[config.mk]
export PLATFORM = sky130hd
export DESIGN_NAME = nnt_scan
export DESIGN_NICKNAME = d
export VERILOG_FILES = /design/src/design/nnt_pkg.sv /design/src/design/nnt_scan.sv
export SDC_FILE = /design/constraint.sdc
export NUM_CORES = 1
export LEC_CHECK = 0
export BUFFER_PORTS_ARGS = -buffer_cell sky130_fd_sc_hd__buf_2
export CORE_MARGIN = 1.5
export CORE_UTILIZATION = 62
export CTS_CLUSTER_DIAMETER = 100
export CTS_CLUSTER_SIZE = 28
export DETAILED_ROUTE_END_ITERATION = 12
export GPL_TIMING_DRIVEN = 1
export HOLD_SLACK_MARGIN = 0.06
export PLACE_DENSITY = 0.88
export SYNTH_ARGS = -nofsm -noshare
export SYNTH_HDL_FRONTEND = slang
export SYNTH_SLANG_ARGS = --single-unit
[constraint.sdc]
create_clock -name aclk -period 5.4 [get_ports aclk]
set_clock_uncertainty 0.05 [all_clocks]
set_input_delay 0.54 -clock aclk [delete_from_list [all_inputs] [get_ports aclk]]
set_output_delay 0.54 -clock aclk [all_outputs]
set_load 0.005 [all_outputs]
[src/design/nnt_pkg.sv]
package nnt_pkg;

    localparam int MAX_NODES_DEF = 16;
    localparam int COST_BITS_DEF = 32;

    localparam int            NODE_COUNT_W   = 5;
    localparam logic [4:0]    NODE_COUNT_RST = 5'd16;
    localparam int            APB_ADDR_W     = 3;
    localparam int            APB_DATA_W     = 32;
    localparam logic          REG_NODE_COUNT = 1'b0;

    typedef enum logic {
        REQ_LOAD  = 1'b0,
        REQ_START = 1'b1
    } req_t;

    typedef struct packed {
        logic        last;
        logic [31:0] cost;
        logic [3:0]  node;
    } res_t;

endpackage

[src/design/nnt_scan.sv]
module nnt_scan #(
    parameter int MAX_NODES = 16,
    parameter int COST_BITS = 32
) (
    input  logic                           aclk,
    input  logic                           aresetn,
    input  logic                           start,
    input  logic [nnt_pkg::NODE_COUNT_W-1:0] node_count,
    input  logic [3:0]                     start_node,
    output logic                           busy,
    output logic                           rd_en,
    output logic [2*$clog2(MAX_NODES)-1:0] rd_addr,
    input  logic [COST_BITS-1:0]           rd_data,
    output logic                           res_valid,
    output nnt_pkg::res_t                  res,
    input  logic                           res_ready
);
    import nnt_pkg::*;

    localparam int NODE_BITS = $clog2(MAX_NODES);
    localparam int CNT_BITS  = $clog2(MAX_NODES + 1);

    typedef enum logic [2:0] {
        ST_IDLE,
        ST_EMIT,
        ST_SCAN,
        ST_SCAN_WAIT,
        ST_FINISH,
        ST_CLOSE_RD,
        ST_CLOSE_WAIT
    } state_t;

    state_t                 state_reg;
    logic [CNT_BITS-1:0]    n_reg;
    logic [CNT_BITS-1:0]    pos_reg;
    logic [NODE_BITS-1:0]   cur_reg;
    logic [NODE_BITS-1:0]   first_reg;
    logic [NODE_BITS-1:0]   idx_reg;
    logic [MAX_NODES-1:0]   visited_reg;
    logic                   rd_valid_reg;
    logic [NODE_BITS-1:0]   rd_idx_reg;
    logic                   have_reg;
    logic [NODE_BITS-1:0]   best_reg;
    logic [COST_BITS-1:0]   best_cost_reg;
    res_t                   res_reg;

    logic [31:0]            cnt_ext;
    logic [31:0]            n_sat;
    logic [31:0]            start_ext;
    logic [31:0]            start_sat;
    logic                   scan_last;
    logic                   take;

    always_comb begin
        cnt_ext   = 32'(node_count);
        start_ext = 32'(start_node);
        if (cnt_ext < 32'd2) begin
            n_sat = 32'd2;
        end else if (cnt_ext > 32'(MAX_NODES)) begin
            n_sat = 32'(MAX_NODES);
        end else begin
            n_sat = cnt_ext;
        end
        if (start_ext >= n_sat) begin
            start_sat = n_sat - 32'd1;
        end else begin
            start_sat = start_ext;
        end
    end

    assign scan_last = (CNT_BITS'(idx_reg) == n_reg - CNT_BITS'(1));
    assign take      = (rd_valid_reg && !visited_reg[rd_idx_reg]) &&
                       (!have_reg || rd_data < best_cost_reg);

    always_ff @(posedge aclk) begin
        if (!aresetn) begin
            state_reg    <= ST_IDLE;
            n_reg        <= '0;
            pos_reg      <= '0;
            cur_reg      <= '0;
            first_reg    <= '0;
            idx_reg      <= '0;
            visited_reg  <= '0;
            rd_valid_reg <= 1'b0;
            have_reg     <= 1'b0;
        end else begin
            rd_valid_reg <= (state_reg == ST_SCAN);
            rd_idx_reg   <= idx_reg;
            if (take) begin
                have_reg      <= 1'b1;
                best_reg      <= rd_idx_reg;
                best_cost_reg <= rd_data;
            end
            unique case (state_reg)
                ST_IDLE: begin
                    if (start) begin
                        n_reg        <= CNT_BITS'(n_sat);
                        cur_reg      <= NODE_BITS'(start_sat);
                        first_reg    <= NODE_BITS'(start_sat);
                        visited_reg  <= MAX_NODES'(1) << NODE_BITS'(start_sat);
                        pos_reg      <= CNT_BITS'(1);
                        res_reg.node <= 4'(start_sat);
                        res_reg.cost <= '0;
                        res_reg.last <= 1'b0;
                        state_reg    <= ST_EMIT;
                    end
                end
                ST_EMIT: begin
                    if (res_ready) begin
                        if (res_reg.last) begin
                            state_reg <= ST_IDLE;
                        end else if (pos_reg == n_reg) begin
                            state_reg <= ST_CLOSE_RD;
                        end else begin
                            idx_reg   <= '0;
                            have_reg  <= 1'b0;
                            state_reg <= ST_SCAN;
                        end
                    end
                end
                ST_SCAN: begin
                    idx_reg <= idx_reg + NODE_BITS'(1);
                    if (scan_last) begin
                        state_reg <= ST_SCAN_WAIT;
                    end
                end
                ST_SCAN_WAIT: begin
                    state_reg <= ST_FINISH;
                end
                ST_FINISH: begin
                    visited_reg  <= visited_reg | (MAX_NODES'(1) << best_reg);
                    cur_reg      <= best_reg;
                    pos_reg      <= pos_reg + CNT_BITS'(1);
                    res_reg.node <= 4'(best_reg);
                    res_reg.cost <= 32'(best_cost_reg);
                    res_reg.last <= 1'b0;
                    state_reg    <= ST_EMIT;
                end
                ST_CLOSE_RD: begin
                    state_reg <= ST_CLOSE_WAIT;
                end
                ST_CLOSE_WAIT: begin
                    cur_reg      <= first_reg;
                    res_reg.node <= 4'(first_reg);
                    res_reg.cost <= 32'(rd_data);
                    res_reg.last <= 1'b1;
                    state_reg    <= ST_EMIT;
                end
                default: begin
                    state_reg <= ST_IDLE;
                end
            endcase
        end
    end

    assign busy      = (state_reg != ST_IDLE);
    assign rd_en     = (state_reg == ST_SCAN) || (state_reg == ST_CLOSE_RD);
    assign rd_addr   = (state_reg == ST_CLOSE_RD) ? {cur_reg, first_reg} : {cur_reg, idx_reg};
    assign res_valid = (state_reg == ST_EMIT);
    assign res       = res_reg;

    a_rd_in_scan: assert property (@(posedge aclk) disable iff (!aresetn)
        rd_valid_reg |-> (state_reg == ST_SCAN || state_reg == ST_SCAN_WAIT))
        else $error("scan read data outside of a scan");

    a_found: assert property (@(posedge aclk) disable iff (!aresetn)
        (state_reg == ST_FINISH) |-> (have_reg && !visited_reg[best_reg]))
        else $error("no unvisited candidate at end of scan");

    a_visited_count: assert property (@(posedge aclk) disable iff (!aresetn)
        (state_reg == ST_EMIT) |-> ($countones(visited_reg) == 32'(pos_reg)))
        else $error("visited set out of step with tour position");

    a_last_ends: assert property (@(posedge aclk) disable iff (!aresetn)
        (res_valid && res_ready && res.last) |=> (state_reg == ST_IDLE))
        else $error("tour continued past closing result");

endmodule

Yosys cells after proc, flatten, opt, wreduce, memory -nomap -nowiden
Index checks and enable logic that the tools add are counted.
{"block": "word_totals", "word_cells": 88, "in_bits": 45, "out_inout_bits": 48, "regBits": 120}
{"block": "op_classes", "n_lt_le_gt_ge": 5, "shifts": 2, "n_bitwise": 1, "eq_ne": 13, "reduce_logical": 19, "add_sub_neg": 4, "muxes": 29}
{"operator": "$pmux W37 S3", "count": 1}
{"operator": "$mux W37", "count": 1}
{"operator": "$lt A32 B32 Y1", "count": 1}
{"operator": "$pmux W16 S2", "count": 1}
{"operator": "$shl A1 B4 Y16 const A", "count": 2}
{"operator": "$mux W4", "count": 6}
{"operator": "$pmux W3 S6", "count": 1}
{"operator": "$mux W16", "count": 1}
{"operator": "$or A16 B16 Y16", "count": 1}
{"operator": "$mux W3", "count": 5}
{"operator": "$mux W5", "count": 3}
{"operator": "$pmux W4 S3", "count": 1}
{"operator": "$pmux W5 S2", "count": 1}
{"operator": "$eq A3 B3 Y1 const B", "count": 3}
{"operator": "$ne A2 B2 Y1 const B", "count": 4}
{"operator": "$pmux W4 S2", "count": 1}
{"operator": "$reduce_and A2 Y1", "count": 4}
{"operator": "$eq A3 B2 Y1 const B", "count": 2}
{"operator": "$mux W1", "count": 6}
{"operator": "$reduce_and A3 Y1", "count": 2}
{"operator": "$reduce_bool A3 Y1", "count": 2}
{"operator": "$add A5 B1 Y5 const B", "count": 1}
{"operator": "$eq A4 B5 Y1", "count": 1}
{"operator": "$eq A5 B5 Y1", "count": 1}
{"operator": "other kinds (17)", "count": 21}

Logic depth before layout (Yosys ltp)
{"block": "logic_depth", "depth_word": 10, "depth_mapped": 11, "mapped_depth_nobuf": 10}

Worst setup path after synthesis
OpenSTA, ideal clock, no wires.
{"block": "synth_timing", "path_kind": "input port to flip-flop", "start": "in rd_data[25]", "end": "reg best_cost_reg[0] (enable)", "cell_stages": 7, "setup_slack_ns": 1.901, "t_arrival_ns": 3.019, "required_ns": 4.921, "path_buffers": 0, "setup_ns": 0.429, "cell_sequence": "ha_1 > a21o_1 > nand3_1 > a21oi_1 > o31ai_1 > o2111ai_1 > nor2_1"}
{"block": "synth_via", "elab_chain_cells": 4}
{"element": "start, declared", "line_no": "nnt_scan.sv:13", "rtl": "input logic [COST_BITS-1:0] rd_data,"}
{"element": "$lt A32 B32 Y1", "line_no": "nnt_scan.sv:73", "rtl": "(!have_reg || rd_data < best_cost_reg);"}
{"element": "$logic_or A1 B1 Y1", "line_no": "nnt_scan.sv:73"}
{"element": "$logic_and A1 B1 Y1", "line_no": "nnt_scan.sv:72", "rtl": "assign take = (rd_valid_reg && !visited_reg[rd_idx_reg]) &&"}
{"element": "$reduce_and A2 Y1 (no source line)"}
{"element": "end signal, assigned", "line_no": "nnt_scan.sv:92", "rtl": "best_cost_reg <= rd_data;"}
{"element": "end, declared", "line_no": "nnt_scan.sv:44", "rtl": "logic [COST_BITS-1:0] best_cost_reg;"}
No other way between the ends.
A chain may end at the register's enable or synchronous reset.

Worst setup path after layout
{"block": "layout_timing", "start": "reg best_cost_reg[17]", "end": "reg best_cost_reg[3] (enable)"}
{"block": "layout_via", "elab_chain_cells": 4}
{"element": "$lt A32 B32 Y1", "line_no": "nnt_scan.sv:73"}
{"element": "$logic_or A1 B1 Y1", "line_no": "nnt_scan.sv:73"}
{"element": "$logic_and A1 B1 Y1", "line_no": "nnt_scan.sv:72"}
{"element": "$reduce_and A2 Y1 (no source line)"}
No other way between the ends.

==> results.yml <==
outcome:
  status: "complete, no violations"
hold_path:
  hold_class: "in -> reg"
cts:
  clk-insertion-delay-late_ns: 0.53
  post_cts_buffers: 0
  path_clk_slew_ns: 0.06
  root_buffer: "clkbuf_8"
  cts_hold_buf: 0
  clkSinkCount: 120
  cts_buffers: 17
  htree_levels: 4
  cts_resized: 0
  cts_buffer_depth: 2
  cts_tree: "yes"
synth:
  syn_inst: 623
  synth_top_area_cell: "edfxtp_1"
  synth-edff-count: 77
  syn_area_mm2: 0.00649
  synthArstFlopShare_pct: 0
  synth_top_area_share_pct: 35.6
  ys_seq_area_share_pct: 48.9
  synth_warnings: 0
  synthTopCellsByCount: "edfxtp_1, nor2_1, nand2_1"
  syn_area_per_cell_um2: 10.4
  synth_nets: 707
  yosys_most_used_dff: "edfxtp_1"
  yosysMostFrequentCell: "edfxtp_1"
  synth_cell_types: 62
  synth-seq-cells: 120
  synth_area_leaders: "edfxtp_1, dfxtp_1, ha_1, mux2i_1, o21ai_0"
drt:
  first_iter_violations: 591
  avgViaCountPerCell: 6.36
  routed_wl_um: 17900
  route.detailed.drc: 0
  ant_nets: 0
  wl_per_cell_um: 20.9
  drt_first_pass_iters: 7
  dr_total_vias: 5452
layout:
  nets: 792
  nFillCells: 645
  layout-drive-gt1-share_pct: 21.1
  areaGrowthSynthToFinish_pct: 16.5
  n_antenna_cell: 0
  fin_util_pct: 73.9
  largest_reg_flops: 37
floorplan:
  core_mm2: 0.0102
  dieWidth_um: 105
  start_util_pct: 63.5
  dieArea_mm2: 0.0111
  io_pins: 93
  die_y_um: 105
  rows: 37
pwr:
  p_clk_share_pct: 44.4
  seq_power_share_pct: 43.6
  swShare_pct: 26.3
  vdd_ir_drop_max_mv: 0.182
  p_int_mw: 1.78
  combPwrFrac_pct: 12.1
  p_sw_mw: 0.634
  power.density_mw_per_mm2: 319
  leakagePower_nw: 3.01
sta:
  fmax_mhz: 315
  rsz0062_at_grt: "false"
  slew_headroom_pct: 27.4
  tns_ns: 0
  final_max_slew_viol_count: 0
  period_needed_ns: 3.18
  fin_crit_sh_pct: 58.9
  finalHoldViolCount: 0
  setup_viol: 0
  worstMarginPinSlew_ns: 1.09
placement:
  io_buffers: 92
  dp_hpwl_um: 11500
  routabilityCongestion: 0.929
global_routing:
  grtUsageTotal_pct: 33.1
  gr-total-overflow: 0
  grt_pass1_vias: 5363
  grt_pass1_wl_um: 28000
  antenna_found_initial: 0
  grt_max_degree: 44
setup_path:
  crit_fanout: 36
  cp-end-kind: "flop"
  r2r_slack_ns: 2.22
  crit_required_ns: 5.49
  crit_type: "reg -> reg"
  cp.arrival_ns: 3.27
  timing.critical_path.from_type: "flop"
run:
  max_cap_viol_count: 0
-- worst paths after layout --
path | to | startpoint | cells past startpoint
max | best_cost_reg[3] | best_cost_reg[17] | 7
min | best_cost_reg[27] | rd_data[27] | 1
max reg2reg | best_cost_reg[3] | best_cost_reg[17] | 7
min reg2reg | first_reg[0] | first_reg[0] | 2
-- metal layers --
| layer | up-vias | track usage (%) | share of wire [%] |
|---|---|---|---|
| met5 | - | 0 | 0 |
| met3 | 45 | 7.17 | 8.7 |
| met2 | 342 | 56.8 | 51 |
| li1 | 2458 | - | - |
| met4 | 0 | 11.1 | 2.0 |
| met1 | 2607 | 41.4 | 39 |
-- kinds of logic (layout without fill, tap and decap cells) --
| logic type | Yosys count | after routing | synth area share [%] |
|---|---|---|---|
| AO/OA/AOI/OAI | 146 | 146 | 14.8 |
| XOR/XNOR | 11 | 11 | 1.60 |
| adder cells (fa/ha/maj) | 39 | 39 | 7.52 |
| buffers and inverters | 69 | 167 | 4.49 |
| flip-flops | 120 | 120 | 48.9 |
| multiplexers | 50 | 50 | 8.60 |
| AND/OR/NAND/NOR | 188 | 188 | 14.1 |
-- through the flow --
step,power [mW],setup WS (ns),hold slack (ns),std cells,instance area [um^2]
after floorplan,1.24,1.90,0.400,623,6490
after global routing,2.48,2.10,0.158,857,7560
final,2.41,2.22,0.169,857,7560
after CTS,2.40,2.29,0.165,857,7560
after detailed placement,1.35,2.14,0.416,825,7010
after global placement,1.33,2.27,0.413,825,7010
-- critical path, cell delays in order, from the launching register on --
cell	delay [ns]
edfxtp_1	0.42
inv_1	0.09
ha_1	0.28
a21oi_1	0.23
o21ai_0	0.17
a221oi_1	0.36
o2111ai_1	0.28
nor2_4	0.91
-- cells in the final DEF (no fill, tap or decap), types with 16 or more instances in the layout --
| cell | synthesis | routed |
|---|---|---|
| nand2_1 | 49 | 49 |
| clkbuf_16 | 0 | 16 |
| mux2i_1 | 40 | 40 |
| inv_1 | 39 | 39 |
| nand3_1 | 16 | 16 |
| dfxtp_1 | 43 | 42 |
| a21oi_1 | 32 | 32 |
| edfxtp_1 | 77 | 77 |
| o21ai_0 | 43 | 43 |
| buf_2 | 8 | 92 |
| nor2_1 | 56 | 55 |
| ha_1 | 39 | 39 |
-- power groups by stage --
stage          Clock [mW]  Combinational, mW  Sequential, mW
4_1_cts              1.06              0.285            1.05
2_1_floorplan           0              0.184            1.06
3_5_place_dp            0              0.279            1.07
6_report             1.07              0.291            1.05
5_1_grt              1.11              0.316            1.05
3_3_place_gp            0              0.268            1.06
-- layout make-up --
| class | instances | area (um^2) | share of cell area [%] |
|---|---|---|---|
| flip-flops and latches | 120 | 3170 | 42.0 |
| multi-input cells | 434 | 3040 | 40.1 |
| repair buffers | 95 | 483 | 6.38 |
| clock buffers | 17 | 414 | 5.47 |
| well taps | 136 | 170 | 2.25 |
| inverters | 40 | 150 | 1.98 |
| clock inverters | 15 | 136 | 1.80 |
Note: power is estimated with default switching activity, not from simulation.
